--- src/hdl/ffha_pkg.sv ---
// Package for the first-fit heap allocator: sizes, codes, state encoding.
// No dependencies.
`default_nettype none
package ffha_pkg;
  localparam int HEAP_BYTES   = 65536;
  localparam int ALIGN_BYTES  = 8;
  localparam int HEADER_BYTES = 32;
  localparam int MAX_BLOCKS   = 64;
  localparam int IDX_W  = $clog2(MAX_BLOCKS);
  localparam int CNT_W  = IDX_W + 1;
  localparam int OFF_W  = 16;
  localparam int SIZE_W = 17;
  localparam int ADDR_W = 48;

  localparam logic [1:0] MODE_ALLOC   = 2'd0;
  localparam logic [1:0] MODE_FREE    = 2'd1;
  localparam logic [1:0] MODE_RELEASE = 2'd2;

  localparam logic [1:0] ST_OK      = 2'd0;
  localparam logic [1:0] ST_NOMEM   = 2'd1;
  localparam logic [1:0] ST_BADFREE = 2'd2;

  typedef struct packed {
    logic [OFF_W-1:0]  offset;
    logic [SIZE_W-1:0] size;
    logic              used;
  } entry_t;

  typedef enum logic [9:0] {
    S_IDLE   = 10'b0000000001,
    S_SCAN   = 10'b0000000010,
    S_EVAL   = 10'b0000000100,
    S_SHUP   = 10'b0000001000,
    S_SHDN   = 10'b0000010000,
    S_NEXT   = 10'b0000100000,
    S_PREV   = 10'b0001000000,
    S_DONE   = 10'b0010000000,
    S_OUT    = 10'b0100000000,
    S_RDWAIT = 10'b1000000000
  } state_t;
endpackage
`default_nettype wire

--- src/hdl/ffha_table.sv ---
// Block table memory: one write port, one registered read port.
// Depends on ffha_pkg.
`default_nettype none
module ffha_table (
  input  wire                   clk,
  input  wire                   we,
  input  wire [ffha_pkg::IDX_W-1:0] waddr,
  input  wire ffha_pkg::entry_t wdata,
  input  wire [ffha_pkg::IDX_W-1:0] raddr,
  output ffha_pkg::entry_t      rdata
);
  import ffha_pkg::*;
  entry_t mem [MAX_BLOCKS];
  always_ff @(posedge clk) begin
    if (we) mem[waddr] <= wdata;
    rdata <= mem[raddr];
  end
endmodule
`default_nettype wire

--- src/hdl/first_fit_heap_allocator.sv ---
// Top level of the first-fit heap allocator: sequencer, block table, result register.
// Depends on ffha_pkg and ffha_table.
`default_nettype none
// Rate: one request at a time. The table has a single registered read port,
// so every table read takes an address step (S_RDWAIT), then a data step.
// An allocate scans entry by entry until the first fit; a split then shifts
// the later entries up one slot at a time. A free scans the same way, and
// each merge removes one entry by shifting the later ones down one slot at a
// time. The table holds at most 64 live entries. Release-all and the unused
// mode go straight from idle to the done state. After the result beat is
// taken the sequencer returns to idle by way of the output state. Entry 0
// and the count are fixed up directly on reset and release-all, so no
// clearing pass exists. The in-use bit of entries is never read beyond
// count, so table memory needs no reset. s_tready is low from the accepted
// beat until the sequencer is back in idle with the result register empty.
module first_fit_heap_allocator (
  input  wire         clk,
  input  wire         rst,
  input  wire         cfg_we,
  input  wire  [47:0] cfg_wdata,
  input  wire         s_tvalid,
  output logic        s_tready,
  input  wire  [71:0] s_tdata,  // mode[1:0], request_size[18:2], block_address[66:19], zero pad
  output logic        m_tvalid,
  input  wire         m_tready,
  output logic [55:0] m_tdata   // result_address[47:0], status[49:48], zero pad
);
  import ffha_pkg::*;

  logic [ADDR_W-1:0] heap_base;
  state_t            state;
  logic [1:0]        mode;
  logic [SIZE_W:0]   asize;
  logic [ADDR_W-1:0] foff;
  logic [CNT_W-1:0]  count;
  logic [IDX_W-1:0]  idx, hit, j;
  entry_t            cur;
  logic [ADDR_W-1:0] res_addr;
  logic [1:0]        res_status;
  state_t            ret;
  logic              pdone;     // predecessor merge already done

  logic              we;
  logic [IDX_W-1:0]  waddr, raddr;
  entry_t            wdata, rdata;

  ffha_table u_tab (.clk, .we, .waddr, .wdata, .raddr, .rdata);

  // entry 0 is patched in a register since reset cannot reach the RAM
  logic   e0_ovr;
  entry_t e0;
  entry_t rd;
  logic [IDX_W-1:0] raddr_q;
  always_comb rd = (e0_ovr && raddr_q == '0) ? e0 : rdata;

  logic [SIZE_W+8:0] need;
  always_comb need = {8'd0, asize} + (SIZE_W+9)'(HEADER_BYTES + ALIGN_BYTES);

  assign s_tready = (state == S_IDLE) && !m_tvalid;
  assign m_tdata  = {6'd0, res_status, res_addr};

  logic [SIZE_W+1:0] rq;
  always_comb rq = {2'd0, s_tdata[18:2]} + (SIZE_W+2)'(ALIGN_BYTES-1);

  always_ff @(posedge clk) begin
    raddr_q <= raddr;
    if (rst) begin
      heap_base <= '0; state <= S_IDLE; m_tvalid <= 1'b0; count <= CNT_W'(1);
      e0_ovr <= 1'b1;
      e0 <= '{offset: '0, size: SIZE_W'(HEAP_BYTES-HEADER_BYTES), used: 1'b0};
    end else begin
      if (cfg_we) heap_base <= cfg_wdata;
      if (m_tvalid && m_tready) m_tvalid <= 1'b0;
      if (we && waddr == '0) e0_ovr <= 1'b0;
      unique case (state)
        S_IDLE: if (s_tvalid && s_tready) begin
          mode  <= s_tdata[1:0];
          asize <= (SIZE_W+1)'(rq / ALIGN_BYTES * ALIGN_BYTES);
          foff  <= s_tdata[66:19] - heap_base;
          idx   <= '0; res_addr <= '0; res_status <= ST_OK;
          pdone <= 1'b0;
          if (s_tdata[1:0] == MODE_RELEASE) begin
            count <= CNT_W'(1); e0_ovr <= 1'b1;
            e0 <= '{offset: '0, size: SIZE_W'(HEAP_BYTES-HEADER_BYTES), used: 1'b0};
            state <= S_DONE;
          end else if (s_tdata[1:0] == MODE_ALLOC || s_tdata[1:0] == MODE_FREE)
            state <= S_RDWAIT;
          else state <= S_DONE;
          ret <= S_SCAN;
        end
        S_RDWAIT: state <= ret;
        S_SCAN: begin
          cur <= rd;
          if (mode == MODE_ALLOC && !rd.used && {1'b0, rd.size} >= asize) begin
            hit <= idx;
            res_addr <= heap_base + ADDR_W'(rd.offset) + ADDR_W'(HEADER_BYTES);
            if ({9'd0, rd.size} >= need && count < CNT_W'(MAX_BLOCKS)) begin
              j <= count[IDX_W-1:0]; state <= S_RDWAIT; ret <= S_SHUP;
            end else state <= S_EVAL;
          end else if (mode == MODE_FREE && rd.used &&
                       ADDR_W'(rd.offset) + ADDR_W'(HEADER_BYTES) == foff) begin
            // in-use mark is cleared by the write in S_EVAL
            hit <= idx;
            state <= S_EVAL;
          end else if (CNT_W'(idx) + 1'b1 >= count) begin
            res_status <= (mode == MODE_ALLOC) ? ST_NOMEM : ST_BADFREE;
            state <= S_DONE;
          end else begin
            idx <= idx + 1'b1; state <= S_RDWAIT;
          end
        end
        S_SHUP: begin
          // rd holds entry j-1, moved to j; at j==hit+1 write the split tail
          if (j == hit + 1'b1) begin
            state <= S_EVAL; count <= count + 1'b1;
            cur <= '{offset: cur.offset, size: asize[SIZE_W-1:0], used: 1'b0};
          end else begin
            j <= j - 1'b1; state <= S_RDWAIT; ret <= S_SHUP;
          end
        end
        S_EVAL: begin
          // write hit entry; for free, go look at neighbours
          if (mode == MODE_ALLOC) state <= S_DONE;
          else if (CNT_W'(hit) + 1'b1 < count) begin
            idx <= hit + 1'b1; state <= S_RDWAIT; ret <= S_NEXT;
          end else if (hit != '0) begin
            idx <= hit - 1'b1; state <= S_RDWAIT; ret <= S_PREV;
          end else state <= S_DONE;
        end
        S_NEXT: begin
          if (!rd.used) begin
            cur.size <= cur.size + SIZE_W'(HEADER_BYTES) + rd.size;
            j <= hit + 1'b1; ret <= S_SHDN; state <= S_RDWAIT;
          end else if (hit != '0) begin
            idx <= hit - 1'b1; state <= S_RDWAIT; ret <= S_PREV;
          end else state <= S_DONE;
        end
        S_PREV: begin
          if (!rd.used) begin
            cur <= '{offset: rd.offset,
                     size: rd.size + SIZE_W'(HEADER_BYTES) + cur.size, used: 1'b0};
            hit <= idx; j <= hit; ret <= S_SHDN; state <= S_RDWAIT;
            pdone <= 1'b1;
          end else state <= S_DONE;
        end
        S_SHDN: begin
          // rd is entry j+1 moved to j, until j+1 reaches count-1
          if (CNT_W'(j) + CNT_W'(2) >= count) begin
            count <= count - 1'b1;
            // after a successor merge, the predecessor is still to be checked
            if (mode == MODE_FREE && hit != '0 && !pdone) begin
              idx <= hit - 1'b1; state <= S_RDWAIT; ret <= S_PREV;
            end else state <= S_DONE;
          end else begin
            j <= j + 1'b1; state <= S_RDWAIT; ret <= S_SHDN;
          end
        end
        S_DONE: begin m_tvalid <= 1'b1; state <= S_OUT; end
        S_OUT:  if (!m_tvalid) state <= S_IDLE;
        default: state <= S_IDLE;
      endcase
    end
  end

  // read address and write port
  always_comb begin
    raddr = idx;
    we = 1'b0; waddr = hit; wdata = cur;
    unique case (state)
      S_SHUP:   raddr = j - 1'b1;
      S_SHDN:   raddr = j + 1'b1;
      S_RDWAIT: begin
        unique case (ret)
          S_SHUP: raddr = j - 1'b1;
          S_SHDN: raddr = j + 1'b1;
          default: raddr = idx;
        endcase
      end
      default: raddr = idx;
    endcase
    unique case (state)
      S_SHUP: begin
        we = 1'b1; waddr = j;
        wdata = (j == hit + 1'b1) ?
          '{offset: OFF_W'(cur.offset + OFF_W'(HEADER_BYTES) + OFF_W'(asize)),
            size: cur.size - asize[SIZE_W-1:0] - SIZE_W'(HEADER_BYTES),
            used: 1'b0} : rd;
      end
      S_EVAL: begin
        we = 1'b1; waddr = hit;
        wdata = '{offset: cur.offset, size: cur.size, used: (mode == MODE_ALLOC)};
      end
      S_NEXT: if (!rd.used) begin
        we = 1'b1; waddr = hit;
        wdata = '{offset: cur.offset,
                  size: cur.size + SIZE_W'(HEADER_BYTES) + rd.size, used: 1'b0};
      end
      S_PREV: if (!rd.used) begin
        we = 1'b1; waddr = idx;
        wdata = '{offset: rd.offset,
                  size: rd.size + SIZE_W'(HEADER_BYTES) + cur.size, used: 1'b0};
      end
      S_SHDN: begin we = 1'b1; waddr = j; wdata = rd; end
      default: ;
    endcase
  end

`ifndef NO_ASSERTIONS
  a_busy: assert property (@(posedge clk) disable iff (rst)
    state != S_IDLE |-> !s_tready) else $error("ready while busy");
  a_cnt: assert property (@(posedge clk) disable iff (rst)
    count >= CNT_W'(1) && count <= CNT_W'(MAX_BLOCKS)) else $error("count range");
  a_res: assert property (@(posedge clk) disable iff (rst)
    m_tvalid && res_status != ST_OK |-> res_addr == '0) else $error("addr on error");
`endif
endmodule
`default_nettype wire
--- config.mk ---
export PLATFORM = sky130hd
export DESIGN_NAME = first_fit_heap_allocator
export DESIGN_NICKNAME = d
export VERILOG_FILES = /design/src/hdl/ffha_pkg.sv /design/src/hdl/ffha_table.sv /design/src/hdl/first_fit_heap_allocator.sv
export SDC_FILE = /design/constraint.sdc
export NUM_CORES = 2
export LEC_CHECK = 0
export BUFFER_PORTS_ARGS = -buffer_cell sky130_fd_sc_hd__buf_4
export CAP_MARGIN = 40
export CORE_UTILIZATION = 35
export CTS_CLUSTER_SIZE = 24
export DETAILED_ROUTE_END_ITERATION = 8
export PLACE_DENSITY = 0.55
export SYNTH_ARGS = -nofsm -noshare
export SYNTH_HDL_FRONTEND = slang
export SYNTH_SLANG_ARGS = --single-unit
--- constraint.sdc ---
create_clock -name clk -period 10 [get_ports clk]
set_input_delay 1 -clock clk [delete_from_list [all_inputs] [get_ports clk]]
set_output_delay 1 -clock clk [all_outputs]
set_load 0.005 [all_outputs]
==> flow_metrics.py <==
metrics = {
    "timing": {
        "drv_slew": 0,
        "fin_setup_tns_ns": 0,
        "worst_slew_margin_rel": 0.313,
        "fin_crit_sh": 0.624,
        "timing.clock.skew_ns": 0.0631,
        "min_period_ns": 6.24,
        "final-setup-viol-count": 0,
        "hold_viol_final": 0,
        "rsz0062_at_grt": "false",
        "hold_ws_ns": 0.349,
        "tightest_slew_ns": 1.03,
        "fmax_mhz": 160,
    },
    "critical_path": {
        "reg2regPathDepth": 14,
        "cp.required_ns": 10.72,
        "start_kind": "flop",
        "crit_path_start": "state[2]",
        "r2r_end": "u_tab.rdata[15]",
        "ff2ff_setup_slack_ns": 3.76,
        "critPathMaxFanout": 161,
        "r2r-start": "state[2]",
        "critPathArrivalTime_ns": 6.96,
        "worst-setup-path-type": "reg2reg",
        "critPathCaptureType": "flop",
        "setup.worst_path.end": "u_tab.rdata[15]",
    },
    "clock_network": {
        "numCtsBuffers": 272,
        "cts_setup_buffers": 0,
        "cts.hold.buffers_added": 0,
        "cts_max_path_buffers": 4,
        "cts_root_buf": "clkbuf_16",
        "cts_resized": 0,
        "cts-htree-levels": 5,
        "insertion_delay_ns": 0.86,
        "cts_sinks": 2461,
        "cts_tree": "built",
        "clk_pin_slew_ns": 0.06,
    },
    "grt": {
        "grt_use_total": 0.203,
        "first_global_vias": 68539,
        "grt_max_degree": 172,
        "grt_overflow_total": 0,
        "grt_pass1_wl_microns": 466000,
        "antenna_found_initial": 13,
    },
    "floorplan": {
        "fp-row-count": 202,
        "die_w_microns": 555,
        "ios": 183,
        "core_sq_um": 303000,
        "die_h_microns": 555,
        "start_util": 0.353,
        "dieArea_sq_um": 308000,
    },
    "final_layout": {
        "drive_gt1_frac": 0.0998,
        "multi_input_area_sq_um": 32100,
        "num-nets-final": 9277,
        "syn_to_final_growth_pct": 14.2,
        "layout.cells.non_filler": 13119,
        "seqCellArea_sq_um": 72800,
        "nFillCells": 28233,
        "final_core_util": 0.403,
    },
    "power": {
        "switching_share": 0.319,
        "peakVddDrop_v": 0.000149,
        "p_seq_frac": 0.420,
        "power_density_nw_per_um2": 230,
        "p_comb_frac": 0.241,
        "power.total_mw": 28.1,
        "p_int_mw": 19.2,
        "p_leak_nw": 42.9,
        "p_clk_frac": 0.339,
        "switchingPower_mw": 8.97,
    },
    "worst_hold_path": {
        "min_from": "s_tdata[0]",
        "hold_path.class": "in2reg",
    },
    "logic_synthesis": {
        "yosys_warnings": 0,
        "ys_ff_latch": 2461,
        "synthArstFlopShare": 0,
        "synth_commonest_cells": "nand2_1, edfxtp_1, nand3_1",
        "syn_inst": 8796,
        "yosys.area.top_type": "edfxtp_1",
        "synth.most_common_cell": "nand2_1",
        "ys_seq_area_frac": 0.681,
        "synthTopCellsByArea": "edfxtp_1, nand2_1, ha_1, nand3_1, a311oi_1",
        "synth_area_sq_um": 107000,
        "avgSynthCellArea_sq_um": 12.2,
        "synthFlopType": "edfxtp_1",
        "synth_edf_count": 2354,
        "yosysTopAreaCellShare": 0.661,
        "synth_cell_type_count": 83,
    },
    "detailed_routing": {
        "drtAntennaViolNets": 0,
        "first_iter_violations": 7706,
        "route.detailed.drc": 0,
        "viasPerCell": 5.51,
        "drt-wirelength-per-cell_microns": 24.5,
        "wirelength_microns": 322000,
        "firstDrtPassIters": 5,
        "vias": 72341,
    },
    "job": {
        "maxCapViolations": 0,
    },
    "placement": {
        "port_buffers": 171,
        "place_inst": 12628,
        "hpwlAfterDp_microns": 178000,
        "gp_congestion": 0.859,
    },
    "run_status": {
        "outcome": "finished clean",
    },
}
-- layout make-up --
type                    count  share of cell area
diodes                     12            0.000246
repair buffers            383              0.0252
clock inverters           130             0.00834
inverters                 186             0.00584
flip-flops and latches   2461               0.596
clock buffers             349              0.0601
well taps                3978              0.0408
multi-input cells        5620               0.263
-- kinds of logic (layout without fill, tap and decap cells) --
| logic type | count (synthesis) | in the layout | synth area share |
|---|---|---|---|
| simple gates | 3829 | 3829 | 0.155 |
| flops | 2461 | 2461 | 0.681 |
| compound gates | 1296 | 1296 | 0.0865 |
| buf+inv | 720 | 1048 | 0.0277 |
| fa+ha+maj | 228 | 228 | 0.0270 |
| xor+xnor | 191 | 191 | 0.0156 |
| mux | 70 | 70 | 0.00673 |
| other cells | 1 | 18 | 0.0000351 |
-- power by group through the flow --
stage / Clock (mW) / Combinational (mW) / Sequential, mW
3_3_place_gp: 0 / 6.62 / 12.0
4_1_cts: 9.73 / 6.77 / 11.8
5_1_grt: 10.1 / 7.36 / 11.8
2_1_floorplan: 0 / 4.36 / 11.9
6_report: 9.54 / 6.79 / 11.8
3_5_place_dp: 0 / 6.75 / 12.0
-- placed cells by master, fill, tap and decap left out, types with 24 or more instances in the layout --
| master | instances |
|---|---|
| dfxtp_1 | 107 |
| a221oi_1 | 39 |
| buf_4 | 360 |
| nor2b_1 | 27 |
| nor2_4 | 67 |
| nor3_1 | 78 |
| a22o_1 | 33 |
| clkinv_1 | 58 |
| nand2b_1 | 37 |
| and3_1 | 360 |
| mux2i_1 | 64 |
| o21ai_0 | 144 |
| nand3_1 | 497 |
| clkbuf_16 | 277 |
| o22ai_1 | 41 |
| ha_1 | 223 |
| a22oi_1 | 24 |
| edfxtp_1 | 2354 |
| nand2_1 | 2355 |
| clkbuf_1 | 58 |
| and2_1 | 24 |
| clkinv_2 | 35 |
| a311oi_1 | 267 |
| xnor2_1 | 132 |
| nand4_1 | 35 |
| a21o_1 | 65 |
| a21oi_1 | 178 |
| a2111oi_2 | 29 |
| a31oi_1 | 284 |
| nor2_1 | 254 |
| xor2_1 | 59 |
| inv_1 | 181 |
-- routing by layer --
layer  global-route usage  vias to the layer above  share of wire
li1                     -                    32688              -
met1                0.280                    36343           0.43
met2                0.323                     2829           0.46
met3               0.0354                      469          0.078
met4               0.0665                       12          0.032
met5                    0                        -        0.00021
-- worst min-delay path by stage --
stage / end / slack (ns) / cells past startpoint
final: mode[0] / 0.35 / 1
after global routing: mode[0] / 0.31 / 1
after CTS: mode[0] / 0.29 / 1
after detailed placement: e0_ovr / 0.46 / 2
after global placement: count[6] / 0.46 / 2
after floorplan: e0_ovr / 0.43 / 2
-- critical path, stage by stage, from the launching register on --
cell	delay, ns
dfxtp_1	0.38
or4_4	0.60
nor3_4	0.50
a21oi_2	0.24
mux2i_4	0.36
buf_12	0.55
buf_12	0.64
buf_4	0.62
nand2_1	0.11
and3_1	0.20
a311oi_1	0.29
a31oi_1	0.07
o22ai_1	0.45
nor2_1	0.35
a2111oi_2	0.45
-- flip-flops by register name, summed over array words and instances, names as in the netlist, 2 cells and up --
register and cells:
asize 15, u_tab.mem 2176, u_tab.rdata 34, j 6, res_status 2, hit 6, ret 10, raddr_q 6
res_addr 48, count 7, idx 6, foff 48, heap_base 48, mode 2, cur 34, state 10
-- through the flow --
step           worst slack (ns)  cell area (sq um)
2_1_floorplan              2.48             107000
3_3_place_gp               3.84             114000
3_5_place_dp               3.93             114000
4_1_cts                    3.90             122000
5_1_grt                    3.48             122000
6_report                   3.76             122000
Note: power is estimated with default switching activity, not from simulation.
